===== config.mk =====
export PLATFORM = sky130hd
export DESIGN_NAME = deficit_corrected_category_sampler
export DESIGN_NICKNAME = d
export VERILOG_FILES = /design/src/hdl/dccs_pkg.sv /design/src/hdl/deficit_corrected_category_sampler.sv /design/src/hdl/dccs_cfg.sv /design/src/hdl/dccs_mul.sv /design/src/hdl/dccs_seq.sv
export SDC_FILE = /design/constraint.sdc
export NUM_CORES = 2
export LEC_CHECK = 0
export BUFFER_PORTS_ARGS = -buffer_cell sky130_fd_sc_hd__buf_4
export CORE_MARGIN = 2
export CORE_UTILIZATION = 30
export CTS_CLUSTER_DIAMETER = 50
export DETAILED_ROUTE_END_ITERATION = 7
export PLACE_DENSITY = 0.54
export SLEW_MARGIN = 20
export SYNTH_ARGS = -nofsm -noshare
export SYNTH_HDL_FRONTEND = slang
export SYNTH_SLANG_ARGS = --single-unit

===== constraint.sdc =====
create_clock -name clk_i -period 8.6 [get_ports clk_i]
set_input_delay 0.86 -clock clk_i [delete_from_list [all_inputs] [get_ports clk_i]]
set_output_delay 0.86 -clock clk_i [all_outputs]
set_load 0.1 [all_outputs]

===== src/hdl/dccs_pkg.sv =====
// ----------------------------------------------------------------------------
// dccs_pkg
// Shared sizes, register codes, reset values and interface types of the
// deficit-corrected category sampler.
// ----------------------------------------------------------------------------
package dccs_pkg;

  // Sizing of the block.
  localparam int MAX_CATEGORIES  = 6;
  localparam int COUNT_BITS      = 24;
  localparam int NUM_WEIGHT_REGS = 6;
  localparam int NUM_REGS        = 2 + NUM_WEIGHT_REGS;

  // Fixed field widths.
  localparam int WEIGHT_W = 16;
  localparam int RAND_W   = 16;
  localparam int CATCNT_W = 3;
  localparam int WARMUP_W = 8;
  localparam int CHOSEN_W = 3;
  localparam int DATA_W   = 32;

  // Register port addressing: one word per register.
  localparam int REG_IDX_W = $clog2(NUM_REGS);
  localparam int ADDR_W    = REG_IDX_W + 2;

  // Derived datapath widths.
  localparam int IDX_W       = $clog2(MAX_CATEGORIES);
  localparam int WSUM_W      = WEIGHT_W + $clog2(MAX_CATEGORIES);
  localparam int PROD_W      = COUNT_BITS + WSUM_W;
  localparam int DEF_W       = WEIGHT_W + COUNT_BITS;
  localparam int DSUM_W      = DEF_W + $clog2(MAX_CATEGORIES);
  localparam int NCHUNK      = (DSUM_W + COUNT_BITS - 1) / COUNT_BITS;
  localparam int CHUNK_IDX_W = (NCHUNK > 1) ? $clog2(NCHUNK) : 1;
  localparam int VPAD_W      = NCHUNK * COUNT_BITS;
  localparam int ACC_W       = VPAD_W + RAND_W;

  // Register indexes.
  localparam logic [REG_IDX_W-1:0] REG_CATEGORY_COUNT = REG_IDX_W'(0);
  localparam logic [REG_IDX_W-1:0] REG_WARMUP_DRAWS   = REG_IDX_W'(1);
  localparam logic [REG_IDX_W-1:0] REG_WEIGHT_BASE    = REG_IDX_W'(2);

  // Reset values.
  localparam logic [CATCNT_W-1:0] CATCNT_RESET = CATCNT_W'(5);
  localparam logic [WARMUP_W-1:0] WARMUP_RESET = WARMUP_W'(10);

  // Input field codes.
  localparam logic MODE_DRAW  = 1'b0;
  localparam logic MODE_CLEAR = 1'b1;

  typedef logic [MAX_CATEGORIES-1:0][WEIGHT_W-1:0] weight_vec_t;

  // Configuration seen by the sequencer.
  typedef struct packed {
    logic [CATCNT_W-1:0] category_count;
    logic [WARMUP_W-1:0] warmup_draws;
    weight_vec_t         weights;
  } cfg_t;

  // Operands for the shared multiplier.
  typedef struct packed {
    logic [COUNT_BITS-1:0] a;
    logic [WSUM_W-1:0]     b;
  } mul_op_t;

  // Reset value of the weight of category k.
  function automatic logic [WEIGHT_W-1:0] weight_reset(int k);
    logic [WEIGHT_W-1:0] val;
    unique case (k)
      0:       val = WEIGHT_W'(1);
      1:       val = WEIGHT_W'(2);
      2:       val = WEIGHT_W'(3);
      3:       val = WEIGHT_W'(2);
      4:       val = WEIGHT_W'(1);
      default: val = '0;
    endcase
    return val;
  endfunction

endpackage


===== src/hdl/deficit_corrected_category_sampler.sv =====
// ----------------------------------------------------------------------------
// deficit_corrected_category_sampler
// Draws a category by inverse CDF over desired weights or count deficits.
//
// The input channel takes items of mode and random_value; the output channel
// returns chosen_category, used_correction and count_saturated, one result
// item per input item. Both channels use valid and ready.
// Configuration (category count, warm-up length, six weights) is written over
// the APB-style port at byte address 4*i. The user must write it only while the
// block is idle; the block itself does not enforce this. A draw item is
// accepted; the sequencer sums the weights one category at a time, decides,
// and when correction applies forms each deficit as the clipped difference
// of w_i * C and c_i * W. It scales the random fraction, walks the CDF to
// the chosen category and posts the result, stepping one shared registered
// multiplier over the categories and over the two chunks of the scaled total.
// Reset zeroes every tally and the total and loads the register defaults.
// The result waits in an output register; the next item is accepted while it
// waits, but that item completes only once the receiver has taken the result.
// ----------------------------------------------------------------------------
module deficit_corrected_category_sampler (
  input  logic                         clk_i,
  input  logic                         rst_ni,
  input  logic                         psel,
  input  logic                         penable,
  input  logic                         pwrite,
  input  logic [dccs_pkg::ADDR_W-1:0]   paddr,
  input  logic [dccs_pkg::DATA_W-1:0]   pwdata,
  output logic [dccs_pkg::DATA_W-1:0]   prdata,
  output logic                         pready,
  input  logic                         in_valid_i,
  output logic                         in_ready_o,
  input  logic                         mode_i,
  input  logic [dccs_pkg::RAND_W-1:0]   random_value_i,
  output logic                         out_valid_o,
  input  logic                         out_ready_i,
  output logic [dccs_pkg::CHOSEN_W-1:0] chosen_category_o,
  output logic                         used_correction_o,
  output logic                         count_saturated_o
);
  import dccs_pkg::*;

  cfg_t              cfg;
  mul_op_t           mul_op;
  logic [PROD_W-1:0] prod;

  // Configuration registers.
  dccs_cfg u_cfg (
    .clk_i   (clk_i),
    .rst_ni  (rst_ni),
    .psel    (psel),
    .penable (penable),
    .pwrite  (pwrite),
    .paddr   (paddr),
    .pwdata  (pwdata),
    .prdata  (prdata),
    .pready  (pready),
    .cfg_o   (cfg)
  );

  // Shared multiplier.
  dccs_mul u_mul (
    .clk_i  (clk_i),
    .op_i   (mul_op),
    .prod_o (prod)
  );

  // Sequencer, tallies and result register.
  dccs_seq u_seq (
    .clk_i             (clk_i),
    .rst_ni            (rst_ni),
    .cfg_i             (cfg),
    .in_valid_i        (in_valid_i),
    .in_ready_o        (in_ready_o),
    .mode_i            (mode_i),
    .random_value_i    (random_value_i),
    .out_valid_o       (out_valid_o),
    .out_ready_i       (out_ready_i),
    .chosen_category_o (chosen_category_o),
    .used_correction_o (used_correction_o),
    .count_saturated_o (count_saturated_o),
    .mul_op_o          (mul_op),
    .prod_i            (prod)
  );

endmodule


===== src/hdl/dccs_cfg.sv =====
// ----------------------------------------------------------------------------
// dccs_cfg
// Register file behind the APB-style configuration port: category count,
// warm-up length and the desired weights.
// ----------------------------------------------------------------------------
module dccs_cfg (
  input  logic                       clk_i,
  input  logic                       rst_ni,
  input  logic                       psel,
  input  logic                       penable,
  input  logic                       pwrite,
  input  logic [dccs_pkg::ADDR_W-1:0] paddr,
  input  logic [dccs_pkg::DATA_W-1:0] pwdata,
  output logic [dccs_pkg::DATA_W-1:0] prdata,
  output logic                       pready,
  output dccs_pkg::cfg_t             cfg_o
);
  import dccs_pkg::*;

  logic [CATCNT_W-1:0]  catcnt_q;
  logic [WARMUP_W-1:0]  warmup_q;
  weight_vec_t          weights_q;
  logic [REG_IDX_W-1:0] reg_idx;
  logic [REG_IDX_W-1:0] widx;
  logic                 wr_en;

  assign pready  = 1'b1;
  assign reg_idx = paddr[ADDR_W-1:2];
  assign widx    = reg_idx - REG_WEIGHT_BASE;
  assign wr_en   = psel && penable && pwrite;

  // Register writes; a weight is stored even beyond the categories in use.
  always_ff @(posedge clk_i or negedge rst_ni) begin
    if (!rst_ni) begin
      catcnt_q <= CATCNT_RESET;
      warmup_q <= WARMUP_RESET;
      for (int k = 0; k < MAX_CATEGORIES; k++) begin
        weights_q[k] <= weight_reset(k);
      end
    end else if (wr_en) begin
      priority if (reg_idx == REG_CATEGORY_COUNT) begin
        catcnt_q <= pwdata[CATCNT_W-1:0];
      end else if (reg_idx == REG_WARMUP_DRAWS) begin
        warmup_q <= pwdata[WARMUP_W-1:0];
      end else begin
        for (int k = 0; k < MAX_CATEGORIES; k++) begin
          if (k < NUM_WEIGHT_REGS && widx == REG_IDX_W'(k)) begin
            weights_q[k] <= pwdata[WEIGHT_W-1:0];
          end
        end
      end
    end
  end

  // Read-back of the addressed register.
  always_comb begin
    prdata = '0;
    priority if (reg_idx == REG_CATEGORY_COUNT) begin
      prdata = DATA_W'(catcnt_q);
    end else if (reg_idx == REG_WARMUP_DRAWS) begin
      prdata = DATA_W'(warmup_q);
    end else begin
      for (int k = 0; k < MAX_CATEGORIES; k++) begin
        if (k < NUM_WEIGHT_REGS && widx == REG_IDX_W'(k)) begin
          prdata = DATA_W'(weights_q[k]);
        end
      end
    end
  end

  assign cfg_o.category_count = catcnt_q;
  assign cfg_o.warmup_draws   = warmup_q;
  assign cfg_o.weights        = weights_q;

endmodule


===== src/hdl/dccs_mul.sv =====
// ----------------------------------------------------------------------------
// dccs_mul
// Shared multiplier with a registered product; the product of the operands
// presented in one cycle is available in the next.
// ----------------------------------------------------------------------------
module dccs_mul (
  input  logic                       clk_i,
  input  dccs_pkg::mul_op_t          op_i,
  output logic [dccs_pkg::PROD_W-1:0] prod_o
);
  import dccs_pkg::*;

  logic [PROD_W-1:0] prod_q;

  // One COUNT_BITS by WSUM_W product per cycle.
  always_ff @(posedge clk_i) begin
    prod_q <= PROD_W'(op_i.a) * PROD_W'(op_i.b);
  end

  assign prod_o = prod_q;

endmodule


===== src/hdl/dccs_seq.sv =====
// ----------------------------------------------------------------------------
// dccs_seq
// Sequencer and datapath of the sampler: weight sum, per-category deficits,
// scaling of the random fraction, inverse-CDF walk and tally update.
// ----------------------------------------------------------------------------
module dccs_seq (
  input  logic                         clk_i,
  input  logic                         rst_ni,
  input  dccs_pkg::cfg_t               cfg_i,
  input  logic                         in_valid_i,
  output logic                         in_ready_o,
  input  logic                         mode_i,
  input  logic [dccs_pkg::RAND_W-1:0]   random_value_i,
  output logic                         out_valid_o,
  input  logic                         out_ready_i,
  output logic [dccs_pkg::CHOSEN_W-1:0] chosen_category_o,
  output logic                         used_correction_o,
  output logic                         count_saturated_o,
  output dccs_pkg::mul_op_t            mul_op_o,
  input  logic [dccs_pkg::PROD_W-1:0]   prod_i
);
  import dccs_pkg::*;

  typedef enum logic [3:0] {
    ST_IDLE,
    ST_WSUM,
    ST_DECIDE,
    ST_DEF_WANT,
    ST_DEF_HAVE,
    ST_DEF_DIFF,
    ST_SCALE_MUL,
    ST_SCALE_ACC,
    ST_CDF,
    ST_UPDATE,
    ST_CLEAR
  } state_e;

  // Control state.
  state_e                 state_q, state_d;
  logic [IDX_W-1:0]       i_q, i_d;
  logic [CHUNK_IDX_W-1:0] chunk_q, chunk_d;
  logic                   out_valid_q, out_valid_d;
  logic [CHOSEN_W-1:0]    chosen_q, chosen_d;
  logic                   used_q, used_d;
  logic                   sat_q, sat_d;
  logic [COUNT_BITS-1:0]  tally_q [MAX_CATEGORIES];
  logic [COUNT_BITS-1:0]  tally_d [MAX_CATEGORIES];
  logic [COUNT_BITS-1:0]  total_q, total_d;

  // Working registers of the current item.
  logic [IDX_W-1:0]       last_q, last_d;
  logic [IDX_W-1:0]       pick_q, pick_d;
  logic [RAND_W-1:0]      rnd_q, rnd_d;
  logic [WSUM_W-1:0]      wsum_q, wsum_d;
  logic [DEF_W-1:0]       want_q, want_d;
  logic [DEF_W-1:0]       def_q [MAX_CATEGORIES];
  logic [DEF_W-1:0]       def_d [MAX_CATEGORIES];
  logic [DSUM_W-1:0]      dsum_q, dsum_d;
  logic [DSUM_W-1:0]      vtot_q, vtot_d;
  logic                   corr_q, corr_d;
  logic [ACC_W-1:0]       acc_q, acc_d;
  logic [DSUM_W-1:0]      cum_q, cum_d;

  // Helpers.
  logic [WEIGHT_W-1:0]    w_sel;
  logic [IDX_W-1:0]       last_in;
  logic [VPAD_W-1:0]      vpad;
  logic [DSUM_W-1:0]      cdf_val;
  logic [DSUM_W-1:0]      cum_next;
  logic                   cdf_hit;
  logic [DEF_W-1:0]       diff;
  logic [DSUM_W-1:0]      dsum_next;
  logic                   slot_free;
  logic                   use_deficit;
  logic [COUNT_BITS-1:0]  total_inc;

  assign w_sel     = cfg_i.weights[i_q];
  assign vpad      = VPAD_W'(vtot_q);
  assign cdf_val   = corr_q ? DSUM_W'(def_q[i_q]) : DSUM_W'(w_sel);
  assign cum_next  = cum_q + cdf_val;
  assign cdf_hit   = acc_q < ACC_W'({cum_next, {RAND_W{1'b0}}});
  assign diff      = (PROD_W'(want_q) > prod_i) ? DEF_W'(PROD_W'(want_q) - prod_i) : '0;
  assign dsum_next = dsum_q + DSUM_W'(diff);
  assign slot_free = !out_valid_q || out_ready_i;
  assign use_deficit = (total_q != '0) && (total_q >= COUNT_BITS'(cfg_i.warmup_draws));
  assign total_inc = (total_q != '1) ? total_q + COUNT_BITS'(1) : total_q;

  // Clamp the category count to one .. MAX_CATEGORIES, as the last index.
  always_comb begin
    priority if (cfg_i.category_count == '0) begin
      last_in = '0;
    end else if (int'(cfg_i.category_count) > MAX_CATEGORIES) begin
      last_in = IDX_W'(MAX_CATEGORIES - 1);
    end else begin
      last_in = IDX_W'(cfg_i.category_count - CATCNT_W'(1));
    end
  end

  // Sequencer and datapath next-state logic.
  always_comb begin
    state_d     = state_q;
    i_d         = i_q;
    chunk_d     = chunk_q;
    out_valid_d = out_valid_q && !out_ready_i;
    chosen_d    = chosen_q;
    used_d      = used_q;
    sat_d       = sat_q;
    tally_d     = tally_q;
    total_d     = total_q;
    last_d      = last_q;
    pick_d      = pick_q;
    rnd_d       = rnd_q;
    wsum_d      = wsum_q;
    want_d      = want_q;
    def_d       = def_q;
    dsum_d      = dsum_q;
    vtot_d      = vtot_q;
    corr_d      = corr_q;
    acc_d       = acc_q;
    cum_d       = cum_q;
    mul_op_o.a  = total_q;
    mul_op_o.b  = WSUM_W'(w_sel);

    unique case (state_q)
      ST_IDLE: begin
        if (in_valid_i) begin
          rnd_d  = random_value_i;
          last_d = last_in;
          i_d    = '0;
          wsum_d = '0;
          state_d = (mode_i == MODE_CLEAR) ? ST_CLEAR : ST_WSUM;
        end
      end

      // Sum of the weights in use, one category a cycle.
      ST_WSUM: begin
        wsum_d = wsum_q + WSUM_W'(w_sel);
        if (i_q == last_q) begin
          state_d = ST_DECIDE;
        end else begin
          i_d = i_q + IDX_W'(1);
        end
      end

      // Deficits only after warm-up and with a non-zero total.
      ST_DECIDE: begin
        i_d    = '0;
        dsum_d = '0;
        if (use_deficit) begin
          state_d = ST_DEF_WANT;
        end else begin
          corr_d  = 1'b0;
          vtot_d  = DSUM_W'(wsum_q);
          chunk_d = CHUNK_IDX_W'(NCHUNK - 1);
          acc_d   = '0;
          state_d = ST_SCALE_MUL;
        end
      end

      // Issue w_i * C.
      ST_DEF_WANT: begin
        mul_op_o.a = total_q;
        mul_op_o.b = WSUM_W'(w_sel);
        state_d    = ST_DEF_HAVE;
      end

      // Keep w_i * C and issue c_i * W.
      ST_DEF_HAVE: begin
        want_d     = DEF_W'(prod_i);
        mul_op_o.a = tally_q[i_q];
        mul_op_o.b = wsum_q;
        state_d    = ST_DEF_DIFF;
      end

      // Clipped difference, accumulated into the deficit sum.
      ST_DEF_DIFF: begin
        def_d[i_q] = diff;
        dsum_d     = dsum_next;
        if (i_q == last_q) begin
          corr_d  = (dsum_next != '0);
          vtot_d  = (dsum_next != '0) ? dsum_next : DSUM_W'(wsum_q);
          chunk_d = CHUNK_IDX_W'(NCHUNK - 1);
          acc_d   = '0;
          state_d = ST_SCALE_MUL;
        end else begin
          i_d     = i_q + IDX_W'(1);
          state_d = ST_DEF_WANT;
        end
      end

      // random_value * V, one COUNT_BITS chunk of V at a time, top first.
      ST_SCALE_MUL: begin
        mul_op_o.a = vpad[chunk_q*COUNT_BITS +: COUNT_BITS];
        mul_op_o.b = WSUM_W'(rnd_q);
        state_d    = ST_SCALE_ACC;
      end

      ST_SCALE_ACC: begin
        acc_d = (acc_q << COUNT_BITS) + ACC_W'(prod_i);
        if (chunk_q == '0) begin
          i_d     = '0;
          cum_d   = '0;
          state_d = ST_CDF;
        end else begin
          chunk_d = chunk_q - CHUNK_IDX_W'(1);
          state_d = ST_SCALE_MUL;
        end
      end

      // Inverse-CDF walk; the last category catches everything left.
      ST_CDF: begin
        cum_d = cum_next;
        if (cdf_hit || i_q == last_q) begin
          pick_d  = i_q;
          state_d = ST_UPDATE;
        end else begin
          i_d = i_q + IDX_W'(1);
        end
      end

      // Count the draw unless saturated, and post the result item.
      ST_UPDATE: begin
        if (slot_free) begin
          if (total_q != '1) begin
            tally_d[pick_q] = tally_q[pick_q] + COUNT_BITS'(1);
          end
          total_d     = total_inc;
          chosen_d    = CHOSEN_W'(pick_q);
          used_d      = corr_q;
          sat_d       = (total_inc == '1);
          out_valid_d = 1'b1;
          state_d     = ST_IDLE;
        end
      end

      // Zero all tallies; the result item carries zeros.
      ST_CLEAR: begin
        if (slot_free) begin
          for (int k = 0; k < MAX_CATEGORIES; k++) begin
            tally_d[k] = '0;
          end
          total_d     = '0;
          chosen_d    = '0;
          used_d      = 1'b0;
          sat_d       = 1'b0;
          out_valid_d = 1'b1;
          state_d     = ST_IDLE;
        end
      end

      default: begin
        state_d = ST_IDLE;
      end
    endcase
  end

  // State, tallies and registered outputs.
  always_ff @(posedge clk_i or negedge rst_ni) begin
    if (!rst_ni) begin
      state_q     <= ST_IDLE;
      i_q         <= '0;
      chunk_q     <= '0;
      out_valid_q <= 1'b0;
      chosen_q    <= '0;
      used_q      <= 1'b0;
      sat_q       <= 1'b0;
      total_q     <= '0;
      for (int k = 0; k < MAX_CATEGORIES; k++) begin
        tally_q[k] <= '0;
      end
    end else begin
      state_q     <= state_d;
      i_q         <= i_d;
      chunk_q     <= chunk_d;
      out_valid_q <= out_valid_d;
      chosen_q    <= chosen_d;
      used_q      <= used_d;
      sat_q       <= sat_d;
      total_q     <= total_d;
      tally_q     <= tally_d;
    end
  end

  // Working registers of the item in flight.
  always_ff @(posedge clk_i) begin
    last_q <= last_d;
    pick_q <= pick_d;
    rnd_q  <= rnd_d;
    wsum_q <= wsum_d;
    want_q <= want_d;
    def_q  <= def_d;
    dsum_q <= dsum_d;
    vtot_q <= vtot_d;
    corr_q <= corr_d;
    acc_q  <= acc_d;
    cum_q  <= cum_d;
  end

  assign in_ready_o        = (state_q == ST_IDLE);
  assign out_valid_o       = out_valid_q;
  assign chosen_category_o = chosen_q;
  assign used_correction_o = used_q;
  assign count_saturated_o = sat_q;

endmodule

==> flow_summary_export.csv <==
group,metric,value,unit
run_status,status,"complete, no violations",
global_route,grt_pass1_vias,47520,
clock_tree,worstSkewPairLatency,750,ps
setup_path,worst-setup-path-type,"reg -> reg",
clock_tree,cts_max_path_buffers,3,
floorplanning,io_pins,101,
pwr,p_switching,15.75,mW
routing,viasPerCell,5.245,
placed_design,place_inst,8690,
sta,slew_headroom,19.22,%
placed_design,pre_cts_slack,-179.3,ps
yosys,synthArstFlopShare,34.12,%
routing,first_iter_violations,4350,
floorplanning,row_count,163,
clock_tree,cts_tree,"done",
sta,finClkSkew,72.35,ps
setup_path,path_delay_family,"adder cells",
setup_path,worstPathArrival,8910,ps
placed_design,gp_congestion,0.9221,
layout,area_growth,17.63,%
global_route,gr-total-overflow,0,
clock_tree,postCtsHoldBufs,0,
layout,drive_gt1_share,15.18,%
yosys,syn-cell-area,59820,µm²
setup_path,required,9260,ps
layout,num-nets-final,6961,
layout,n_fill_cell,19860,
routing,wl_per_cell,22.41,µm
sta,period_minus_slack,8252,ps
clock_tree,htree_levels,3,
yosys,synthCells,5883,
setup_path,max_stage_delay,550,ps
floorplanning,initial_utilization,30.24,%
floorplanning,die_y,450.6,µm
layout,final_cells,8925,
min_path,hold_path_class,"in -> async",
pwr,p_per_area,463.3,nW/µm²
routing,wl_met2,91270,µm
sta,setup_viol,0,
routing,drt_first_pass_iters,6,
clock_tree,cts_sinks,847,
global_route,antenna_found_initial,11,
setup_path,worst-path-buf-inv,9,
setup_path,worstPathMaxFanout,13,
pwr,p_int,16.85,mW
sta,fmax,121.2,MHz
sta,fin_ws,348.0,ps
yosys,synth_seq_cells,847,
placed_design,hpwl,149300,µm
layout,design_area,70370,µm²
routing,top_layer,"met5",
clock_tree,cts_root_buf,"clkbuf_16",
global_route,groute.usage.overall,19.47,%
yosys,synth_edf_count,515,
floorplanning,core-area,197800,µm²
pwr,ir_drop,349.3,µV
pwr,clockPowerShare,14.8,%
global_route,grt_pass1_wl,301400,µm
setup_path,cpMaxStageDelayCell,"fa_1",
yosys,yosysWarnings,0,
sta,worstMarginPinSlew,1212,ps
placed_design,io_buffers,65,
pwr,switching_share,48.30,%
routing,wl_met3,14160,µm
sta,drv_slew,0,
setup_path,crit_path_frequent_cell,"fa_1",
global_route,grt_max_degree,110,
routing,wl,200000,µm
routing,vias,46810,
setup_path,crit_path_end_kind,"flip-flop",
yosys,ys_seq_area_share,39.40,%
routing,drc_errors,0,
floorplanning,die_area,203000,µm²
pwr,combPwrFrac,65.1,%
setup_path,cp-start-kind,"flip-flop",
placed_design,dpl-instance-area,66120,µm²
yosys,synthFlopType,"edfxtp_1",
sta,final-hold-violation-count,0,
flow_run,cap_violations,0,
yosys,synth_cell_types,98,
yosys,syn_avg_cell_area,10.17,µm²
routing,antenna_left,0,
pwr,leakage,30.08,nW
floorplanning,die_x,450.6,µm
pwr,power.share.sequential,20.1,%
clock_tree,cts_made_buffers,117,
routing,wl_met1,87050,µm
clock_tree,clkTransAtPathRegs,60,ps
sta,fin_crit_sh,95.95,%
[flip-flops by register name (all words and copies together), names as in the netlist, 3 cells and up]
| signal | cells |
|---|---|
| u_seq.def_q | 240 |
| u_seq.tally_q | 144 |
| u_cfg.cfg_o | 96 |
| u_seq.acc_q | 64 |
| u_mul.prod_o | 43 |
| u_seq.cum_q | 43 |
| u_seq.dsum_q | 43 |
| u_seq.vtot_q | 43 |
| u_seq.want_q | 40 |
| u_seq.total_q | 24 |
| u_seq.wsum_q | 19 |
| u_seq.rnd_q | 16 |
| u_cfg.warmup_q | 8 |
| u_seq.state_q | 4 |
| u_cfg.catcnt_q | 3 |
| u_seq.chosen_category_o | 3 |
| u_seq.i_q | 3 |
| u_seq.last_q | 3 |
| u_seq.pick_q | 3 |
[logic make-up (layout without fill, tap and decap cells)]
| kind of cell | Yosys count | after routing | synth area share (%) |
|---|---|---|---|
| buffers and inverters | 903 | 1288 | 5.831 |
| XOR/XNOR | 203 | 203 | 2.985 |
| AO/OA/AOI/OAI | 1299 | 1299 | 14.68 |
| other | 2 | 19 | 0.01255 |
| AND/OR/NAND/NOR | 1646 | 1646 | 12.24 |
| flip-flops | 847 | 847 | 39.40 |
| adder cells (fa/ha/maj) | 719 | 719 | 19.78 |
| multiplexers | 264 | 264 | 5.072 |
[synthesized netlist by cell type, types with 37 or more instances]
cell type  number  area [µm²]
ha_1          341        4267
a22oi_1       174        1306
a21oi_1       242        1211
nand2_1       596        2237
nor2b_1        56       350.3
a22o_1        117        1025
dfrtp_1       279        6982
inv_1         605        2271
edfxtp_1      515       15460
o21ai_0       229        1146
a31oi_1        90       563.0
nand4_1        43       269.0
o21a_1         37       277.8
nand3_1        91       455.4
a21o_1        152        1141
nor2_1        544        2042
and3_1         65       406.6
mux2i_1        95       950.9
clkbuf_1      233       874.6
dfxtp_1        43       860.8
xnor2_1       130        1139
fa_1          378        7567
mux2_2        152        1712
xor2_1         72       630.6
and2_1         42       262.8
nor3_1         75       375.4
[cells in the final DEF, fill, tap and decap left out, types with 20 or more instances in the layout]
cell	netlist	layout
o21ai_0	229	216
a31oi_1	90	87
clkbuf_1	233	22
nand4_1	43	43
a21oi_1	242	234
nand2_1	596	592
mux2_2	152	152
nor3_1	75	65
edfxtp_1	515	515
inv_1	605	603
or3_1	26	26
a22o_1	117	117
o22ai_1	23	23
fa_1	378	373
buf_12	0	41
and3_1	65	56
nand2b_1	35	35
xor2_1	72	72
a211oi_1	24	20
o21ai_1	22	22
dfxtp_1	43	43
nor2_1	544	533
dfrtp_1	279	276
buf_4	17	410
and2_1	42	40
o21bai_1	29	29
nand3_1	91	88
o21a_1	37	36
o221ai_1	20	20
xnor2_1	130	130
clkbuf_16	0	122
nor2b_1	56	55
a21o_1	152	152
a22oi_1	174	174
mux2i_1	95	94
ha_1	341	340
[path summary, 6_finish.rpt]
| kind | from | endpoint | slack (ps) | depth (start not counted) |
|---|---|---|---|---|
| max reg2reg | u_seq.i_q[0] | u_mul.prod_o[39] | 350 | 34 |
| min in group clk_i | random_value_i[1] | u_seq.rnd_q[1] | 290 | 1 |
| max in group asynchronous | rst_ni | u_cfg.cfg_o[80] | 6800 | 2 |
| min reg2reg | u_mul.prod_o[6] | u_seq.want_q[6] | 370 | 0 |
| min | rst_ni | u_seq.tally_q[100] | 190 | 1 |
| max | u_seq.i_q[0] | u_mul.prod_o[39] | 350 | 34 |
[area by class of cell]
type / instances / area (µm²) / share of cell area [%]
diodes: 2 / 5.005 / 0.007112
clock buffers: 151 / 3198 / 4.545
clock inverters: 70 / 694.4 / 0.9868
inverters: 608 / 2282 / 3.243
multi-input cells: 4148 / 33270 / 47.28
flip-flops and latches: 847 / 23580 / 33.51
well taps: 2640 / 3303 / 4.694
repair buffers: 459 / 4038 / 5.738
[routing by layer]
layer  up-vias  global-route usage (%)
met2      1661                   31.15
met4         4                   7.018
met1     23610                   26.56
met3       326                   3.084
li1      21210                       -
met5         -                       0
[power groups by stage]
| stage | combinational, mW | sequential, mW | clock, mW |
|---|---|---|---|
| 2_1_floorplan | 12.5 | 6.30 | 0 |
| 3_3_place_gp | 20.7 | 6.60 | 0 |
| 3_5_place_dp | 20.8 | 6.62 | 0 |
| 4_1_cts | 21.0 | 6.55 | 4.91 |
| 5_1_grt | 23.2 | 6.64 | 5.07 |
| 6_report | 21.2 | 6.57 | 4.82 |
[stage by stage]
stage               utilization (%)  hold WS (ps)  setup TNS [ps]  power [mW]
finish                        35.57         188.2               0       32.60
global route                  35.57         259.0          -89.15       34.94
CTS                           35.40         191.9               0       32.48
detailed placement            33.42         416.3          -392.2       27.47
global placement              33.42         414.5          -51.58       27.32
floorplan                         -         408.2               0       18.84
[repair_timing]
action | 4_1_cts | 5_1_grt
buffers inserted | 0 | 9
resized for setup | 8 | 61
endpoints found under the hold margin | 0 | 0
pin swaps | 0 | 14
cloned | 0 | 3
endpoints found under the setup margin | 4 | 16
Note: power is estimated with default switching activity, not from simulation.
